File: src/blr_pkg.sv
// ============================================================================
// Bilinear lattice resampler package
// Shared types, field widths and codes for the resampler modules.
// ============================================================================
`default_nettype none

package blr_pkg;

    // Field and register widths.
    localparam int SIZE_W   = 7;    // size registers
    localparam int IDX_W    = 6;    // lattice indexes
    localparam int DATA_W   = 32;   // sample ports, Q16.16
    localparam int FRAC_W   = 16;   // mapped position fraction
    localparam int WGT_W    = FRAC_W + 1;
    localparam int NUM_W    = 2 * IDX_W;          // idx * (old - 1)
    localparam int DVD_W    = NUM_W + FRAC_W;     // dividend of the mapping
    localparam int QUO_W    = IDX_W + FRAC_W;     // integer part and fraction
    localparam int DIV_CYC  = 4;                  // groups of quotient bits per mapping
    localparam int DIV_STEP = DVD_W / DIV_CYC;    // quotient bits per cycle while the mapping steps
    localparam int CFG_IDX_W = 3;

    // Weight of one, 1.0 in 1.16 format.
    localparam logic [WGT_W-1:0] WGT_ONE = WGT_W'(1 << FRAC_W);

    // Configuration register indexes.
    localparam logic [CFG_IDX_W-1:0] CFG_OLD_TIME  = 3'd0;
    localparam logic [CFG_IDX_W-1:0] CFG_OLD_SPACE = 3'd1;
    localparam logic [CFG_IDX_W-1:0] CFG_NEW_TIME  = 3'd2;
    localparam logic [CFG_IDX_W-1:0] CFG_NEW_SPACE = 3'd3;
    localparam logic [CFG_IDX_W-1:0] CFG_BOUNDARY  = 3'd4;

    // Item operations.
    localparam logic OP_LOAD  = 1'b0;
    localparam logic OP_QUERY = 1'b1;

    // Space boundary modes.
    localparam logic BND_PERIODIC = 1'b0;
    localparam logic BND_OPEN     = 1'b1;

    // Input word.
    typedef struct packed {
        logic                     op;
        logic [IDX_W-1:0]         old_t;
        logic [IDX_W-1:0]         old_x;
        logic signed [DATA_W-1:0] re_in;
        logic signed [DATA_W-1:0] im_in;
        logic [IDX_W-1:0]         new_t;
        logic [IDX_W-1:0]         new_x;
    } t_in_item;

    // Result word.
    typedef struct packed {
        logic signed [DATA_W-1:0] re_out;
        logic signed [DATA_W-1:0] im_out;
        logic [IDX_W-1:0]         point_t;
        logic [IDX_W-1:0]         point_x;
    } t_out_item;

    // Control that travels with each neighbour into the lanes.
    typedef struct packed {
        logic vld;
        logic first;
        logic last;
    } t_lane_ctl;

    // Clamp a size register to 2..hi.
    function automatic logic [SIZE_W-1:0] f_clamp_size(input logic [SIZE_W-1:0] v,
                                                       input logic [SIZE_W-1:0] hi);
        logic [SIZE_W-1:0] r;
        if (v < SIZE_W'(2)) begin
            r = SIZE_W'(2);
        end else if (v > hi) begin
            r = hi;
        end else begin
            r = v;
        end
        return r;
    endfunction

endpackage

`default_nettype wire

File: src/blr_merge.sv
// ============================================================================
// Result merge stage
// Removes the sample offset from both lane sums, saturates them and
// registers the result word with the echoed point.
// ============================================================================
`default_nettype none

module blr_merge
    import blr_pkg::*;
#(
    parameter int SAMPLE_WIDTH = 32
)
(
    input  wire logic              i_clk,
    input  wire logic              i_rst_n,
    input  wire logic              i_done,
    input  wire logic [DATA_W-1:0] i_re_top,
    input  wire logic [DATA_W-1:0] i_im_top,
    input  wire logic [IDX_W-1:0]  i_point_t,
    input  wire logic [IDX_W-1:0]  i_point_x,
    output logic                   o_strobe,
    output t_out_item              o_result
);

    localparam logic signed [DATA_W-1:0] SAT_HI = DATA_W'((64'd1 << (SAMPLE_WIDTH - 1)) - 64'd1);
    localparam logic signed [DATA_W-1:0] SAT_LO = -SAT_HI - DATA_W'(1);

    logic      r_strobe;
    t_out_item r_result;

    // Undo the offset of 2^31 and clip to the sample range.
    function automatic logic signed [DATA_W-1:0] f_finish(input logic [DATA_W-1:0] top);
        logic signed [DATA_W-1:0] v;
        v = {~top[DATA_W-1], top[DATA_W-2:0]};
        if (v > SAT_HI) begin
            v = SAT_HI;
        end else if (v < SAT_LO) begin
            v = SAT_LO;
        end
        return v;
    endfunction

    // Output strobe.
    always_ff @(posedge i_clk) begin
        if (!i_rst_n) begin
            r_strobe <= 1'b0;
        end else begin
            r_strobe <= i_done;
        end
    end

    // Output word.
    always_ff @(posedge i_clk) begin
        if (i_done) begin
            r_result.re_out  <= f_finish(i_re_top);
            r_result.im_out  <= f_finish(i_im_top);
            r_result.point_t <= i_point_t;
            r_result.point_x <= i_point_x;
        end
    end

    assign o_strobe = r_strobe;
    assign o_result = r_result;

endmodule

`default_nettype wire

File: config.mk
export PLATFORM = sky130hd
export DESIGN_NAME = blr_merge
export DESIGN_NICKNAME = d
export VERILOG_FILES = /design/src/blr_pkg.sv /design/src/blr_merge.sv
export SDC_FILE = /design/constraint.sdc
export NUM_CORES = 1
export LEC_CHECK = 0
export BUFFER_PORTS_ARGS = -buffer_cell sky130_fd_sc_hd__buf_4
export CORE_MARGIN = 4
export CORE_UTILIZATION = 35
export CTS_CLUSTER_DIAMETER = 30
export DETAILED_ROUTE_END_ITERATION = 10
export PLACE_DENSITY_LB_ADDON = 0.12
export SLEW_MARGIN = 10
export SYNTH_ARGS = -nofsm -noshare
export SYNTH_HDL_FRONTEND = slang
export SYNTH_SLANG_ARGS = --single-unit
File: constraint.sdc
create_clock -name i_clk -period 1.9 [get_ports i_clk]
set_clock_uncertainty 0.2 [all_clocks]
set_input_delay 0.475 -clock i_clk [delete_from_list [all_inputs] [get_ports i_clk]]
set_output_delay 0.475 -clock i_clk [all_outputs]
set_load 0.05 [all_outputs]
Word level (Yosys, flattened, before mapping)
Index checks and enable logic that the tools add are counted.

Bits in registers: 77. Bits in latches: 0. RAM bits: 0. Memory bits (read-only): 0. Output and inout bits: 77. Logic and storage cells: 13. Memories kept: 0.

$add $sub $neg: 0. $mul: 0. Divide/modulo/power cells: 0. Order comparisons: 4. Eq/ne operators: 0. Shifts and indexed selects: 0. Mux-type cells: 2. Bitwise logic cells: 2. Reductions and logical operators: 0.

Operators by type and width (count): 32-bit > comparator (second input constant) (2); 32-bit less-than comparator (second input constant) (2); 32-bit two-way mux (2); 1-bit NOT (2).

Logic depth before layout (Yosys ltp)
Depth after elaboration: 3. Gate-level depth with buffers: 1.

Worst setup path before layout
Ideal clock, no wire load.

Kind: register to output. Start point: register r_result, in the netlist o_result[0]. End point: output port o_result[0] (netlist name). Arrival: 0.601 ns. Required time: 1.225 ns. Setup slack: 0.624 ns. Cell stages (with the launch flop): 1. Buffers on the path: 0. Cell sequence: edfxtp_1.

RTL lines: start, declared (line blr_merge.sv:29) `t_out_item r_result;`; end, declared (line blr_merge.sv:22) `output t_out_item o_result`.

No word-level cell between the ends.

Worst setup path in the final report
Start point: register r_result, in the netlist o_result[22]. End point: output port o_result[22] (netlist name).

No word-level cell between the ends.

==> out/summary.txt <==
Status -> finished, final reports clean
Core area -> 0.006944 mm2
Ant diodes -> 0
Uppermost routed layer -> met4
Iteration count of the initial detailed-routing pass -> 4
Initial Utilization -> 36.70%
Power Density -> 1025 mW/mm2
Max Freq -> 625.3 MHz
Capture point of the worst path -> o_result[22]
CP Max Fanout -> 1
Tot Pwr -> 3.872 mW
CTS Buf Count -> 9
Reg area -> 0.002302 mm2
Clock slew at reported path FFs -> 0.08 ns
Detailed Route WL -> 5283 um
Setup repair after global routing missed its margin -> false
Worst EP required -> 1.22 ns
Routed wl met3 -> 815 um
Crit Path Class -> flop to output pin
Ys Warns -> 0
First-pass GRT wire length -> 7548 um
Post-CTS Hold Buffers -> 0
Num ports -> 156
Slew Viols, Final -> 0
DIE AREA -> 0.008711 mm2
Met2 routed WL -> 2504 um
Largest net degree at the start of global routing -> 78
Setup crit end kind -> output pin
Final net count -> 326
Placed cells -> 332
Placer Congestion -> 0.6467
I/O Buffers -> 155
Min Tclk post-route -> 1.599 ns
Hold Violations, Final -> 0
Final setup margin -> 0.3008 ns
CP arrival -> 0.92 ns
Total GRT Usage -> 11.89%
Yosys reg bits -> 77
Critical path startpoint category -> flop
Final instance area -> 0.003777 mm2
Number of global-route vias before repair -> 1,507
Cell variety after synth -> 5
Vias per inst -> 4.009
Worst min path class -> input port to flop
Slew HR -> 72.96%
Leading cell type in the layout, fill and taps excluded -> buf_4
CP peak stage delay -> 0.38 ns
Placed wire-length estimate -> 3848 um
Die Span Y -> 93.34 um
Worst slew pin tran -> 0.4056 ns
CP Launch Point -> o_result[22]
Std cell rows -> 30
Htree depth -> 3
DR vias -> 1,395
Post-CTS Setup Bufs -> 0
Placed cell area -> 0.003620 mm2
Max clock buf depth -> 2
Slowest CP cell -> edfxtp_1
Critical path's top delay family -> flip-flops
Worst Path Buf+Inv -> 1
Proportion of synthesized chip area in sequential cells -> 90.33%
CTS tree -> done
CP cell instances -> buf_4
DRC -> 0
Post-Layout Cell Count -> 348
Worst path depth -> 1
Antenna viol nets, final -> 0
# fillers -> 588
CTS Root Cell -> clkbuf_8
Avg WL per Cell -> 15.18 um
VDD IR max -> 0.0003679 V
Post-place setup slack -> 0.4036 ns
Clock Sinks -> 77
Synth-to-layout area growth -> 48.21%
Max Cap Violations -> 0
Leakage -> 1.601 nW
Layout cells sized above 1 -> 67.06%
Total negative slack -> 0 ns
Most frequent cells in the layout -> 155 x buf_4, 76 x edfxtp_1, 9 x clkbuf_8
Synthesized cell area -> 0.002549 mm2
Die Wd -> 93.34 um
Initial DRC Count -> 52
Syn Nets -> 221
Syn Area/Cell -> 17.95 um2
Post-synthesis cell count -> 142
Initial antenna violation count -> 0
Multi-input gate area -> 6.256 um2
Post-cts sizing count -> 0
Final worst-path cycle share -> 84.17%
Finish-stage setup viols -> 0
Met1 Routed Length -> 1803 um
Remaining global-route overflow -> 0
[layer usage]
metal | GRT usage [%] | vias up
met5 | 0 | -
met2 | 18.64 | 105
met3 | 6.114 | 13
li1 | - | 651
met1 | 12.17 | 626
met4 | 8.425 | 0
[worst min path at each step]
stage | slack (ns) | to | start | cells after the start
floorplan | 0.37 | o_result[0] | i_point_x[0] | 0
detailed placement | 0.45 | o_result[17] | i_im_top[5] | 1
CTS | 0.09 | o_result[25] | i_im_top[13] | 1
global placement | 0.45 | o_result[65] | i_re_top[21] | 1
global route | 0.08 | o_result[29] | i_im_top[17] | 1
finish | 0.11 | o_result[25] | i_im_top[13] | 1
[synthesized netlist by cell type]
cell | count | area, um2
clkbuf_1 | 62 | 232.7
edfxtp_1 | 76 | 2282
dfxtp_1 | 1 | 20.02
and2_1 | 1 | 6.260
inv_1 | 2 | 7.510
[logic make-up after synthesis]
logic type	Yosys count	synth area share, %
AND/OR/NAND/NOR	1	0.2456
buffers and inverters	64	9.426
flip-flops	77	90.33
[sequential cells by signal, indices dropped and copies added (netlist names)]
signal	flops
o_result	76
o_strobe	1
[cell type report]
cell class	instances	area share (%)
clock inverter	6	0.7950
timing repair buffer	156	31.34
inverter	2	0.1987
multi-input combinational	1	0.1656
tap	96	3.180
clock buffer	10	3.379
sequential	77	60.95
[where the power goes]
| group | switching, mW | total, mW | internal, mW |
|---|---|---|---|
| clock | 0.540 | 0.998 | 0.458 |
| sequential | 0.0333 | 2.05 | 2.01 |
| combinational | 0.564 | 0.828 | 0.263 |
[through the flow]
stage / utilization, % / hold WS (ns)
floorplan: - / 0.3739
global placement: 52.13 / 0.4531
detailed placement: 52.13 / 0.4544
CTS: 54.40 / 0.08575
global route: 54.40 / 0.08372
finish: 54.40 / 0.1089
Note: power is estimated with default switching activity, not from simulation.
