File: config.mk
export PLATFORM = sky130hd
export DESIGN_NAME = blr_lane
export DESIGN_NICKNAME = d
export VERILOG_FILES = /design/src/blr_pkg.sv /design/src/blr_lane.sv
export SDC_FILE = /design/constraint.sdc
export NUM_CORES = 2
export LEC_CHECK = 0
export BUFFER_PORTS_ARGS = -buffer_cell sky130_fd_sc_hd__buf_2
export CAP_MARGIN = 0
export CORE_AREA = 2 2 388 313
export DETAILED_ROUTE_END_ITERATION = 8
export DIE_AREA = 0 0 390 315
export GPL_TIMING_DRIVEN = 0
export HOLD_SLACK_MARGIN = 0.05
export PLACE_DENSITY = 0.68
export RECOVER_POWER = 50
export SLEW_MARGIN = 20
export SYNTH_ARGS = -nofsm -noshare
export SYNTH_HDL_FRONTEND = slang
export SYNTH_SLANG_ARGS = --single-unit
File: constraint.sdc
create_clock -name i_clk -period 21.3 [get_ports i_clk]
set_input_delay 3.195 -clock i_clk [delete_from_list [all_inputs] [get_ports i_clk]]
set_output_delay 3.195 -clock i_clk [all_outputs]
set_load 0.01 [all_outputs]
File: src/blr_pkg.sv
// ============================================================================
// Bilinear lattice resampler package
// Shared types, field widths and codes for the resampler modules.
// ============================================================================
`default_nettype none

package blr_pkg;

    // Field and register widths.
    localparam int SIZE_W   = 7;    // size registers
    localparam int IDX_W    = 6;    // lattice indexes
    localparam int DATA_W   = 32;   // sample ports, Q16.16
    localparam int FRAC_W   = 16;   // mapped position fraction
    localparam int WGT_W    = FRAC_W + 1;
    localparam int NUM_W    = 2 * IDX_W;          // idx * (old - 1)
    localparam int DVD_W    = NUM_W + FRAC_W;     // dividend of the mapping
    localparam int QUO_W    = IDX_W + FRAC_W;     // integer part and fraction
    localparam int DIV_CYC  = 4;                  // groups of quotient bits per mapping
    localparam int DIV_STEP = DVD_W / DIV_CYC;    // quotient bits per cycle while the mapping steps
    localparam int CFG_IDX_W = 3;

    // Weight of one, 1.0 in 1.16 format.
    localparam logic [WGT_W-1:0] WGT_ONE = WGT_W'(1 << FRAC_W);

    // Configuration register indexes.
    localparam logic [CFG_IDX_W-1:0] CFG_OLD_TIME  = 3'd0;
    localparam logic [CFG_IDX_W-1:0] CFG_OLD_SPACE = 3'd1;
    localparam logic [CFG_IDX_W-1:0] CFG_NEW_TIME  = 3'd2;
    localparam logic [CFG_IDX_W-1:0] CFG_NEW_SPACE = 3'd3;
    localparam logic [CFG_IDX_W-1:0] CFG_BOUNDARY  = 3'd4;

    // Item operations.
    localparam logic OP_LOAD  = 1'b0;
    localparam logic OP_QUERY = 1'b1;

    // Space boundary modes.
    localparam logic BND_PERIODIC = 1'b0;
    localparam logic BND_OPEN     = 1'b1;

    // Input word.
    typedef struct packed {
        logic                     op;
        logic [IDX_W-1:0]         old_t;
        logic [IDX_W-1:0]         old_x;
        logic signed [DATA_W-1:0] re_in;
        logic signed [DATA_W-1:0] im_in;
        logic [IDX_W-1:0]         new_t;
        logic [IDX_W-1:0]         new_x;
    } t_in_item;

    // Result word.
    typedef struct packed {
        logic signed [DATA_W-1:0] re_out;
        logic signed [DATA_W-1:0] im_out;
        logic [IDX_W-1:0]         point_t;
        logic [IDX_W-1:0]         point_x;
    } t_out_item;

    // Control that travels with each neighbour into the lanes.
    typedef struct packed {
        logic vld;
        logic first;
        logic last;
    } t_lane_ctl;

    // Clamp a size register to 2..hi.
    function automatic logic [SIZE_W-1:0] f_clamp_size(input logic [SIZE_W-1:0] v,
                                                       input logic [SIZE_W-1:0] hi);
        logic [SIZE_W-1:0] r;
        if (v < SIZE_W'(2)) begin
            r = SIZE_W'(2);
        end else if (v > hi) begin
            r = hi;
        end else begin
            r = v;
        end
        return r;
    endfunction

endpackage

`default_nettype wire

File: src/blr_lane.sv
// ============================================================================
// Blend lane
// Weights one component of each neighbour and sums the four products,
// starting from the rounding half.
// ============================================================================
`default_nettype none

module blr_lane
    import blr_pkg::*;
(
    input  wire logic              i_clk,
    input  wire logic              i_rst_n,
    input  wire t_lane_ctl         i_ctl,
    input  wire logic [DATA_W-1:0] i_u,
    input  wire logic [WGT_W-1:0]  i_wt,
    input  wire logic [WGT_W-1:0]  i_wx,
    output logic                   o_done,
    output logic      [DATA_W-1:0] o_top
);

    localparam int P1_W  = DATA_W + WGT_W;
    localparam int ACC_W = 2 * DATA_W;
    localparam logic [ACC_W-1:0] ROUND_HALF = ACC_W'(1) << (DATA_W - 1);

    t_lane_ctl                r_ctl1, r_ctl2;
    logic [P1_W-1:0]          r_p1;
    logic [WGT_W-1:0]         r_wx1;
    logic [ACC_W-1:0]         r_p2;
    logic [P1_W+WGT_W-1:0]    w_prod2;
    logic [ACC_W-1:0]         r_acc, n_acc;
    logic                     r_done;

    // Control pipeline alongside the two multiply stages.
    always_ff @(posedge i_clk) begin
        if (!i_rst_n) begin
            r_ctl1 <= '0;
            r_ctl2 <= '0;
            r_done <= 1'b0;
        end else begin
            r_ctl1 <= i_ctl;
            r_ctl2 <= r_ctl1;
            r_done <= r_ctl2.vld && r_ctl2.last;
        end
    end

    // Offset sample times the time weight, then times the space weight.
    // The full product stays below 2^64 because the weights sum to 2^32.
    assign w_prod2 = r_p1 * r_wx1;

    always_ff @(posedge i_clk) begin
        r_p1  <= i_u * i_wt;
        r_wx1 <= i_wx;
        r_p2  <= w_prod2[ACC_W-1:0];
    end

    // Accumulate the four weighted neighbours.
    assign n_acc = (r_ctl2.first ? ROUND_HALF : r_acc) + r_p2;

    always_ff @(posedge i_clk) begin
        if (r_ctl2.vld) begin
            r_acc <= n_acc;
        end
    end

    assign o_done = r_done;
    assign o_top  = r_acc[ACC_W-1:DATA_W];

endmodule

`default_nettype wire

Yosys cells after proc, flatten, opt, wreduce, memory -nomap -nowiden
Cells that the tools add are included.

storage, ports and cells
  bits in registers = 201
  memories = 0
  bits in latches = 0
  ROM bits = 0
  output and inout bits = 33
  bits in writable memories = 0

operators by class
  multiplexer cells = 1
  $add $sub $neg = 1
  eq/ne operators = 0
  multipliers = 2
  reductions and logical operators = 1
  bitwise gates (word level) = 0
  magnitude comparators = 0
  shift operators = 0
  div/mod/pow operators = 0

operators with widths
  cell               count
  $add 64x64->64     1
  $mul 49x17->64     1
  $mux 64            1
  $mul 32x17->49     1
  $logic_and 1x1->1  1

Depth between registers and ports, before layout
  word-level depth = 2
  mapped depth = 26
  depth with buffers taken out = 24

Least setup slack after synthesis
OpenSTA, ideal clock, no wires.

  path type = input to register
  start point = input i_u[18]
  end point = register r_p1[47]
  arrival = 9,081 ps
  stages = 25
  setup slack = 12,096 ps
  setup time = 123 ps
  path through = clkbuf_1 -> clkbuf_1 -> nand2_1 -> fa_1 -> inv_1 -> fa_1 -> inv_1 -> fa_1 -> inv_1 -> fa_1 -> fa_1 -> inv_1 -> fa_1 -> inv_1 -> ha_1 -> a21o_1 -> a21o_1 -> a21oi_1 -> o21ai_0 -> a31oi_2 -> o21ai_1 -> a311o_1 -> a211oi_2 -> o21ai_1 -> xor2_1

on the way
  word-level cells in the longest chain between the ends = 1

ends and longest elaborated chain
  element               line            text
  from (decl)           blr_lane.sv:14  input wire logic [DATA_W-1:0] i_u,
  $mul 32x17->49        blr_lane.sv:51  r_p1 <= i_u * i_wt;
  to (signal assigned)  blr_lane.sv:51
  to (decl)             blr_lane.sv:26  logic [P1_W-1:0] r_p1;

No other way between the ends.
A chain may end at the register's enable or synchronous reset.

Worst setup path after layout
  start point = input i_u[18]
  end point = register r_p1[48]

The elaborated chain is that of the path after synthesis.

==> results.json <==
{
  "status": "complete, but fails checks",
  "violations": "capacitance limit, slew limit",
  "postPlaceCellArea_mm2": 0.0545,
  "ys_types": 75,
  "grt_start_max_net_pins": 41,
  "drc_errors": 0,
  "async_flop_share": 0,
  "gp_congestion": 0.958,
  "post_cts_buffers": 0,
  "max-cap-violations": 1,
  "track_usage": 0.260,
  "dr_total_vias": 40600,
  "yosysSeqAreaShare": 0.0896,
  "relSlewSlack": -0.656,
  "worstMarginPinSlew_ns": 2.48,
  "layout_common_cells": "1440 x inv_1, 1153 x fa_1, 1089 x nand2_1, 404 x and2_1, 315 x ha_1",
  "cp_data_arrival_time_ns": 10.60,
  "clk_latency_ns": 0.61,
  "synth_seq_cells": 201,
  "ant_nets": 0,
  "start_kind": "primary input",
  "die-width_um": 390,
  "io_buffers": 97,
  "finalHoldViolations": 0,
  "critPathRequiredTime_ns": 21.76,
  "numCtsBuffers": 24,
  "dr.pass1.iters": 6,
  "fin_skew_ns": 0.0292,
  "die_h_um": 315,
  "cts_hold_buf": 0,
  "setup_viol": 0,
  "clk_path_buf_depth": 3,
  "wl_per_cell_um": 20.2,
  "rsz0062_at_grt": "no",
  "synth_area_mm2": 0.0520,
  "fin_hold_ws_ns": 0.435,
  "finalSetupTns_ns": 0,
  "start_util": 0.435,
  "ys.flop_type": "dfxtp_1",
  "criticalPathCategory": "in -> reg",
  "final_area_mm2": 0.0553,
  "boundaryPins": 104,
  "hpwl_mm": 130,
  "syn-instance-count": 5983,
  "crit_fanout": 10,
  "final_layout_size_suffix_gt1_frac": 0.0325,
  "routed_wl_mm": 156,
  "area_growth_pct": 6.30,
  "drt_iter0_drc": 3544,
  "die_area_mm2": 0.123,
  "core_mm2": 0.120,
  "final_nets": 7647,
  "antenna_found_initial": 7,
  "clkTransAtPathRegs_ns": 0.07,
  "cts-resized-gates": 0,
  "synth-edff-count": 64,
  "grt_pass1_vias": 42700,
  "syn_area_per_cell_um2": 8.70,
  "gr-total-overflow": 0,
  "slew_viol_final": 41,
  "htreeDepth": 1,
  "hp-class": "reg -> reg",
  "cts_tree": "yes",
  "period_minus_slack_ns": 10.14,
  "min_period_over_period": 0.476,
  "layout_commonest_cell": "inv_1",
  "synth_fp_nets": 7522,
  "viasPerCell": 5.28,
  "cts_root_buf": "clkbuf_16",
  "rows": 114,
  "fmax_mhz": 98.6,
  "yosys_warnings": 0,
  "critPathCaptureType": "flip-flop",
  "cts_sinks": 201,
  "grt_pass1_wl_mm": 245
}
## sequential cells by signal, indices dropped and copies added, names as in the netlist
name,cells
r_acc,64
r_p2,64
r_p1,49
r_wx1,17
r_ctl1,3
r_ctl2,3
o_done,1
## through the flow
step                       util  std cells  worst slack [ns]
after floorplan               -       5983             12.10
after global placement    0.456       7646             10.68
after detailed placement  0.456       7647             10.60
after CTS                 0.463       7691             11.21
after global routing      0.463       7692             10.84
final                     0.463       7695             11.16
## worst paths after layout
kind / startpoint / endpoint / slack [ns] / depth (start not counted)
setup / recovery: i_u[18] / r_p1[48] / 11.16 / 25
hold / removal: r_ctl1[1] / r_ctl2[1] / 0.43 / 1
setup reg to reg: r_wx1[4] / r_p2[63] / 13.05 / 26
hold reg to reg: r_ctl1[1] / r_ctl2[1] / 0.43 / 1
## worst max-delay path, stage by stage
cell,delay (ns)
clkbuf_1,0.51
clkbuf_1,0.56
nand2_1,0.17
fa_1,0.58
inv_1,0.08
fa_1,0.57
inv_1,0.06
fa_1,0.49
inv_1,0.05
fa_1,0.51
fa_1,0.49
inv_1,0.05
fa_1,0.47
inv_1,0.04
ha_1,0.34
and3_1,0.22
and2_1,0.17
a221oi_1,0.32
or3_1,0.18
o21ai_2,0.07
o31ai_2,0.30
o211ai_2,0.22
a41oi_2,0.39
o21ai_1,0.17
xnor2_1,0.39
## area by class of cell
class | instances | area, µm²
fillers | 11700 | 64200
multi-input cells | 4033 | 40700
inverters | 1440 | 5410
flip-flops and latches | 201 | 4660
well taps | 1566 | 1960
plain buffers | 309 | 1290
clock buffers | 27 | 633
repair buffers | 99 | 493
clock inverters | 17 | 198
diodes | 3 | 7.51
## routing by layer
layer,share of wire,track usage,vias to the layer above
met3,0.11,0.0663,304
met1,0.43,0.371,20700
met2,0.43,0.393,1798
li1,-,-,17900
met5,0.00012,0,-
met4,0.031,0.0707,2
## cell families (layout without fill, tap and decap cells)
family,Yosys count,after routing,synth area share
AOI/OAI and AO/OA,556,556,0.0704
xor gates and xnor gates,166,166,0.0279
adders and majority gates,1468,1468,0.519
buffers and inverters,1749,1892,0.129
DFF,201,201,0.0896
other,0,3,0
and+or+nand+nor,1843,1843,0.164
## cells in the mapped netlist, types with 6 or more instances
library cell / number / share of area
nand2_1: 1089 / 0.079
inv_1: 1440 / 0.10
a221oi_1: 6 / 0.0010
a21o_1: 100 / 0.014
o31ai_1: 10 / 0.0014
nor2_1: 90 / 0.0065
o211ai_1: 14 / 0.0020
dfxtp_1: 137 / 0.053
edfxtp_1: 64 / 0.037
buf_2: 9 / 0.00087
nand3b_1: 6 / 0.00087
o21a_1: 16 / 0.0023
ha_1: 315 / 0.076
nand3_1: 42 / 0.0040
a211oi_1: 15 / 0.0022
nand2b_1: 23 / 0.0028
xor2_1: 61 / 0.010
clkbuf_1: 264 / 0.019
a21oi_1: 175 / 0.017
o21bai_1: 32 / 0.0046
o21ai_0: 67 / 0.0064
buf_4: 32 / 0.0046
o21ai_1: 23 / 0.0022
and2_1: 415 / 0.050
nand4_1: 37 / 0.0044
nor2b_1: 78 / 0.0094
nor3_1: 17 / 0.0016
a31oi_1: 25 / 0.0030
xnor2_1: 105 / 0.018
fa_1: 1153 / 0.44
and3_1: 27 / 0.0032
Power is left out: the tool's default activity adds up to more than one toggle a clock period on the data nets, which glitch-free logic cannot reach.
