`config.mk`:
```
export PLATFORM = sky130hd
export DESIGN_NAME = blr_axis_map
export DESIGN_NICKNAME = d
export VERILOG_FILES = /design/src/blr_pkg.sv /design/src/blr_axis_map.sv
export SDC_FILE = /design/constraint.sdc
export NUM_CORES = 1
export LEC_CHECK = 0
export BUFFER_PORTS_ARGS = -buffer_cell sky130_fd_sc_hd__buf_2
export CAP_MARGIN = 20
export CORE_MARGIN = 4
export CORE_UTILIZATION = 30
export CTS_BUF_LIST = sky130_fd_sc_hd__clkbuf_4
export DETAILED_ROUTE_END_ITERATION = 10
export GPL_TIMING_DRIVEN = 0
export PLACE_DENSITY = 0.54
export SYNTH_ARGS = -nofsm -noshare
export SYNTH_HDL_FRONTEND = slang
export SYNTH_SLANG_ARGS = --single-unit
```
`constraint.sdc`:
```
create_clock -name i_clk -period 32.6 [get_ports i_clk]
set_clock_uncertainty 0.05 [all_clocks]
set_input_delay 3.26 -clock i_clk [delete_from_list [all_inputs] [get_ports i_clk]]
set_output_delay 3.26 -clock i_clk [all_outputs]
set_load 0.01 [all_outputs]
```
`src/blr_pkg.sv`:
```
// ============================================================================
// Bilinear lattice resampler package
// Shared types, field widths and codes for the resampler modules.
// ============================================================================
`default_nettype none

package blr_pkg;

    // Field and register widths.
    localparam int SIZE_W   = 7;    // size registers
    localparam int IDX_W    = 6;    // lattice indexes
    localparam int DATA_W   = 32;   // sample ports, Q16.16
    localparam int FRAC_W   = 16;   // mapped position fraction
    localparam int WGT_W    = FRAC_W + 1;
    localparam int NUM_W    = 2 * IDX_W;          // idx * (old - 1)
    localparam int DVD_W    = NUM_W + FRAC_W;     // dividend of the mapping
    localparam int QUO_W    = IDX_W + FRAC_W;     // integer part and fraction
    localparam int DIV_CYC  = 4;                  // groups of quotient bits per mapping
    localparam int DIV_STEP = DVD_W / DIV_CYC;    // quotient bits per cycle while the mapping steps
    localparam int CFG_IDX_W = 3;

    // Weight of one, 1.0 in 1.16 format.
    localparam logic [WGT_W-1:0] WGT_ONE = WGT_W'(1 << FRAC_W);

    // Configuration register indexes.
    localparam logic [CFG_IDX_W-1:0] CFG_OLD_TIME  = 3'd0;
    localparam logic [CFG_IDX_W-1:0] CFG_OLD_SPACE = 3'd1;
    localparam logic [CFG_IDX_W-1:0] CFG_NEW_TIME  = 3'd2;
    localparam logic [CFG_IDX_W-1:0] CFG_NEW_SPACE = 3'd3;
    localparam logic [CFG_IDX_W-1:0] CFG_BOUNDARY  = 3'd4;

    // Item operations.
    localparam logic OP_LOAD  = 1'b0;
    localparam logic OP_QUERY = 1'b1;

    // Space boundary modes.
    localparam logic BND_PERIODIC = 1'b0;
    localparam logic BND_OPEN     = 1'b1;

    // Input word.
    typedef struct packed {
        logic                     op;
        logic [IDX_W-1:0]         old_t;
        logic [IDX_W-1:0]         old_x;
        logic signed [DATA_W-1:0] re_in;
        logic signed [DATA_W-1:0] im_in;
        logic [IDX_W-1:0]         new_t;
        logic [IDX_W-1:0]         new_x;
    } t_in_item;

    // Result word.
    typedef struct packed {
        logic signed [DATA_W-1:0] re_out;
        logic signed [DATA_W-1:0] im_out;
        logic [IDX_W-1:0]         point_t;
        logic [IDX_W-1:0]         point_x;
    } t_out_item;

    // Control that travels with each neighbour into the lanes.
    typedef struct packed {
        logic vld;
        logic first;
        logic last;
    } t_lane_ctl;

    // Clamp a size register to 2..hi.
    function automatic logic [SIZE_W-1:0] f_clamp_size(input logic [SIZE_W-1:0] v,
                                                       input logic [SIZE_W-1:0] hi);
        logic [SIZE_W-1:0] r;
        if (v < SIZE_W'(2)) begin
            r = SIZE_W'(2);
        end else if (v > hi) begin
            r = hi;
        end else begin
            r = v;
        end
        return r;
    endfunction

endpackage

`default_nettype wire

```
`src/blr_axis_map.sv`:
```
// ============================================================================
// Axis mapping unit
// Maps a new-lattice index onto the stored lattice: floor(idx*(old-1)*2^16
// / (new-1)), seven restoring division steps per cycle while i_step is high.
// ============================================================================
`default_nettype none

module blr_axis_map
    import blr_pkg::*;
(
    input  wire logic              i_clk,
    input  wire logic              i_load,
    input  wire logic              i_step,
    input  wire logic [IDX_W-1:0]  i_idx,
    input  wire logic [SIZE_W-1:0] i_nold,
    input  wire logic [SIZE_W-1:0] i_nnew,
    output logic      [IDX_W-1:0]  o_ip,
    output logic      [FRAC_W-1:0] o_frac
);

    logic [DVD_W-1:0] r_dvd, n_dvd;
    logic [IDX_W-1:0] r_rem, n_rem;
    logic [QUO_W-1:0] r_quo, n_quo;
    logic [IDX_W-1:0] r_den;
    logic [IDX_W-1:0] w_den;
    logic [IDX_W-1:0] w_idx_sat;
    logic [NUM_W-1:0] w_num;
    logic [IDX_W:0]   v_try;

    // Saturate the index to the last new point and form the numerator.
    assign w_den     = IDX_W'(i_nnew - SIZE_W'(1));
    assign w_idx_sat = (i_idx > w_den) ? w_den : i_idx;
    assign w_num     = w_idx_sat * IDX_W'(i_nold - SIZE_W'(1));

    // Restoring division steps; the remainder always stays below the divisor.
    // The quotient never exceeds QUO_W bits, so its upper bits drop safely.
    always_comb begin
        n_rem = r_rem;
        n_dvd = r_dvd;
        n_quo = r_quo;
        v_try = '0;
        for (int i = 0; i < DIV_STEP; i++) begin
            v_try = {n_rem, n_dvd[DVD_W-1]};
            n_dvd = {n_dvd[DVD_W-2:0], 1'b0};
            if (v_try >= {1'b0, r_den}) begin
                n_rem = IDX_W'(v_try - {1'b0, r_den});
                n_quo = {n_quo[QUO_W-2:0], 1'b1};
            end else begin
                n_rem = v_try[IDX_W-1:0];
                n_quo = {n_quo[QUO_W-2:0], 1'b0};
            end
        end
    end

    // Division state.
    always_ff @(posedge i_clk) begin
        if (i_load) begin
            r_dvd <= {w_num, {FRAC_W{1'b0}}};
            r_rem <= '0;
            r_quo <= '0;
            r_den <= w_den;
        end else if (i_step) begin
            r_dvd <= n_dvd;
            r_rem <= n_rem;
            r_quo <= n_quo;
        end
    end

    // The last group of steps is taken straight into the next stage.
    assign o_ip   = n_quo[QUO_W-1:FRAC_W];
    assign o_frac = n_quo[FRAC_W-1:0];

endmodule

`default_nettype wire

```
## Yosys cells after proc, flatten, opt, wreduce, memory -nomap -nowiden

Index checks and enable logic that the tools add are counted.

| storage, ports and cells | value |
|---|---|
| register bits after elaboration | 39 |
| input bits | 23 |
| output and inout bits | 22 |
| word-level logic and storage cells | 40 |

| operators by class | value |
|---|---|
| add/subtract/negate cells | 9 |
| $mul | 1 |
| magnitude comparators | 8 |
| muxes and demuxes | 17 |
| reduce and logical (&&, ||, !) cells | 1 |

Operators with widths:

| kind | count |
|---|---|
| $mux 28 | 2 |
| $ge 7x6->1 | 7 |
| $mux 6 | 8 |
| $sub 6x6->6 | 7 |
| $mul 6x6->12 | 1 |
| $sub 6x1->6 const B | 2 |
| $mux 1 | 7 |
| $gt 6x6->1 | 1 |
| $reduce_bool 2->1 | 1 |

## Longest topological paths before layout

| depth | value |
|---|---|
| word-level depth | 14 |
| gate-level depth with buffers | 71 |
| gate-level depth less buffers | 68 |

## Least setup slack after synthesis

OpenSTA, ideal clock, no wires.

| path | value |
|---|---|
| path type | register -> output |
| start | reg r_den[1] |
| end | out o_frac[0] |
| arrival time | 13.826 ns |
| required time | 29.290 ns |
| path slack | 15.464 ns |
| cell stages (with the launch flop) | 67 |
| path buffers | 3 |
| cells stage by stage | edfxtp_1 > inv_1 > ha_1 > and2b_2 > o21ai_0 > o311a_4 > inv_6 > o21ai_0 > inv_1 > ha_1 > nor2b_4 > o31a_4 > o41a_1 > a211oi_4 > clkbuf_8 > mux2_2 > ha_1 > o21a_1 > [... 31 more ...] > o21ai_0 > nand2b_1 > a21o_1 > a21o_2 > a211o_2 > nand4b_1 > o21ba_2 > mux2i_4 > mux2i_1 > ha_1 > a21o_1 > a21o_1 > a21o_1 > a21o_1 > a211o_2 > a31o_2 > a221o_1 > buf_6 |

| on the way | value |
|---|---|
| cells in the longest elaborated chain, start to end | 14 |
| elaborated cells between the ends (all ways) | 20 |
| those cells by class | add/sub (6); order compare (7); mux (7) |

RTL lines:

| element | line | text |
|---|---|---|
| start, declared | blr_axis_map.sv:24 | `logic [IDX_W-1:0] r_den;` |
| start signal, assigned | blr_axis_map.sv:61 | `r_den <= w_den;` |
| $sub 6x6->6 or $ge 7x6->1 (tied branches) | blr_axis_map.sv:46, blr_axis_map.sv:45 |  |
| $mux 6 | blr_axis_map.sv:45 | `if (v_try >= {1'b0, r_den}) begin` |
| $sub 6x6->6 or $ge 7x6->1 (tied branches) | blr_axis_map.sv:46, blr_axis_map.sv:45 |  |
| $mux 6 | blr_axis_map.sv:45 |  |
| $sub 6x6->6 or $ge 7x6->1 (tied branches) | blr_axis_map.sv:46, blr_axis_map.sv:45 |  |
| $mux 6 | blr_axis_map.sv:45 |  |
| $sub 6x6->6 or $ge 7x6->1 (tied branches) | blr_axis_map.sv:46, blr_axis_map.sv:45 |  |
| $mux 6 | blr_axis_map.sv:45 |  |
| $sub 6x6->6 or $ge 7x6->1 (tied branches) | blr_axis_map.sv:46, blr_axis_map.sv:45 |  |
| $mux 6 | blr_axis_map.sv:45 |  |
| $ge 7x6->1 or $sub 6x6->6 (tied branches) | blr_axis_map.sv:45, blr_axis_map.sv:46 |  |
| $mux 6 | blr_axis_map.sv:45 |  |
| $ge 7x6->1 (*) | blr_axis_map.sv:45 |  |
| $mux 1 (*) | blr_axis_map.sv:45 |  |
| end, declared | blr_axis_map.sv:18 | `output logic [FRAC_W-1:0] o_frac` |

Every way passes the cells marked *; elsewhere a longest branch is shown, timed or not.

## Final worst setup path

Same ends and word-level chain as after synthesis.

==> impl_results.md <==
* Status: finished clean
* Met1 wire length at 5.68 mm
* Core Box Area at 16600 um^2
* Clock sink total at 39
* First-pass GRT wire length at 20.5 mm
* Setup TNS at 0 ns
* WL met3 at roughly 350 um
* CP max stage cell: edfxtp_1
* Final setup violation count at 0
* Max-slew violations at 0
* Total track usage at 0.127
* Syn Nets at 664
* Asr flop ratio synth at 0
* Finished Layout Cells at 818
* Vias per cell at 5.00
* Dpl cells at 809
* Number of cells on the critical path at 68
* Endpoints failing hold at 0
* Post-layout min period at 19.56 ns
* Vias in the first global route at 4221
* Tightest Pin Transition at 0.876 ns
* Die Ht at 138 um
* Clk Latency, worst-skew pair at ~0.36 ns
* Routability Congestion at 0.884
* Die area at 19100 um^2
* Initial antenna violation count at 1
* Synthesized area per cell at around 9.3 um^2
* CP Launch Type: flip-flop
* CP top delay family: compound AO/OA/AOI/OAI gates
* Netlist area before placement at 5080 um^2
* Fillers at roughly 1700
* Synth area leaders: ha_1 (17%), edfxtp_1 (11%), fa_1 (9.5%), dfxtp_1 (8.3%), mux2i_1 (4.7%)
* Post-Synthesis Cells at 547
* Hold WC Path Type: flip-flop to flip-flop
* Met2 wire len at 5.82 mm
* Final core utilization at 0.342
* Starting density of the core at 0.306
* CTS H-tree lvls at 2
* Ys flop type: dfxtp_1
* Post-CTS Setup Bufs at 0
* Synth-to-Final Area Change at 11.7%
* Top cell type's share of synthesized area at 0.172
* Clock Path Buffers at 2
* Final hold slack at 0.451 ns
* Crit path kind: flip-flop to primary output
* Number of distinct library cells after synthesis at 73
* CP Max Fanout at 10
* R2r worst-path depth at 69
* Period utilization at 0.600
* Pre-antenna DRT Iters at 4
* Grt ovf at 0
* CTS Buf Count at 5
* DR WL/cell at 14.7 um
* Boundary Pins at 45
* Total Wirelength at 12.1 mm
* WP data arrival at approximately 16 ns
* Syn. warnings at 0
* Required time of the critical path at 29.29 ns
* Post-CTS sizing at 0
* Largest net degree at the start of global routing at 13
* Final ANT Viol Nets at 0
* CTS Hold Bufs at 0
* MaxCap Viol Count at 0
* # DRC at 0
* RSZ-0062 raised after global routing: false
* Width of the die at 138 um
* Initial drt markers at between 150 and 200
* Reg clk slew, reported paths at approximately 0.11 ns
* Standard-cell row count at 47
* FF+latch count, synth at 39
* EDFF count, synth at 18
* Dpl hpwl at around 10 mm
* Top routing layer in use: met4
* Share of layout cells above drive strength 1 at 0.198
* Layout Nets at 713
* Synth area leader: ha_1
* Via count at 4088
* Worst rel slew slack at 0.416
* CTS tree: yes
* # port buffers at between 40 and 50
* Hold Path Depth at 2
* Fmax at 51.1 MHz
* CP dominant cell by count: ha_1
* Seq/Total Area, Yosys at 0.189
* Root Driver: clkbuf_4
* CP endpoint kind: primary output
* CP peak stage delay at ~0.58 ns
* Worst Path Buf+Inv at 11
[layer usage]
layer  vias to the layer above  global-route usage
met5                         -                   0
met4                         0              0.0354
met3                        13              0.0117
met2                        84               0.225
met1                      1965               0.165
li1                       2026                   -
[area by class of cell]
| type | count | area, um^2 | share of cell area |
|---|---|---|---|
| Multi-Input combinational cell | 436 | 3820 | 0.673 |
| Inverter | 62 | 238 | 0.0419 |
| Clock inverter | 2 | 60.1 | 0.0106 |
| Clock buffer | 6 | 45.0 | 0.00794 |
| Sequential cell | 39 | 961 | 0.169 |
| Buffer | 10 | 62.6 | 0.0110 |
| Antenna cell | 1 | 2.50 | 0.000441 |
| Timing Repair Buffer | 42 | 210 | 0.0370 |
| Tap cell | 220 | 275 | 0.0485 |
[final timing paths]
path	slack, ns	endpoint	from
min	0.45	r_quo[8]$_SDFFE_PP0P_	r_quo[8]$_SDFFE_PP0P_
min reg2reg	0.45	r_quo[8]$_SDFFE_PP0P_	r_quo[8]$_SDFFE_PP0P_
max	13.04	o_frac[0]	r_den[1]$_DFFE_PP_
max reg2reg	16.24	r_rem[0]$_SDFFE_PP0P_	r_den[1]$_DFFE_PP_
[placed cells by master (no fill, tap or decap), types with 19 or more instances in the layout]
cell,n
ha_1,70
inv_1,61
nor2_1,59
buf_2,42
mux2i_1,24
fa_1,24
mux2_2,21
dfxtp_1,21
nand2_1,20
xnor2_1,19
o21ai_0,19
[sequential cells by signal, indices dropped and copies added, names as in the netlist]
name   flops
r_den      6
r_quo     15
r_dvd     12
r_rem      6
[cell usage after synthesis (7+ instances only)]
cell type and number:
nor2_1 59, nand2_1 20, edfxtp_1 18, fa_1 24
or2_2 13, mux2i_1 24, nor3_1 8, a21o_1 16
and2_1 7, nor2b_1 9, a21oi_1 16, o21ai_0 19
xor2_1 17, dfxtp_1 21, ha_1 70, a211oi_1 7
inv_1 61, o21a_1 13, xnor2_1 19, mux2_2 21
[logic make-up after synthesis]
group	after synthesis	synth area share
AOI/OAI and AO/OA	110	0.172
buffers and inverters	72	0.0591
adders and majority gates	94	0.267
xor gates and xnor gates	36	0.0620
muxes	47	0.101
and+or+nand+nor	149	0.150
DFF	39	0.189
[per-stage QoR]
step | area, um^2 | worst slack (ns)
2_1_floorplan | 5080 | 15.46
3_3_place_gp | 5570 | 13.57
3_5_place_dp | 5570 | 13.35
4_1_cts | 5670 | 12.89
5_1_grt | 5680 | 11.91
6_report | 5680 | 13.04
[worst register-to-register path: cells and delay by family (launching register included)]
family | cells | cell delay [ns]
mux | 6 | 1.94
compound gates | 34 | 8.57
simple gates | 12 | 1.78
buf+inv | 10 | 1.41
fa+ha+maj | 7 | 1.97
flops | 1 | 0.58
Power is not shown: default switching activity piles up to over one toggle a cycle in this logic, so the estimate is an artifact.
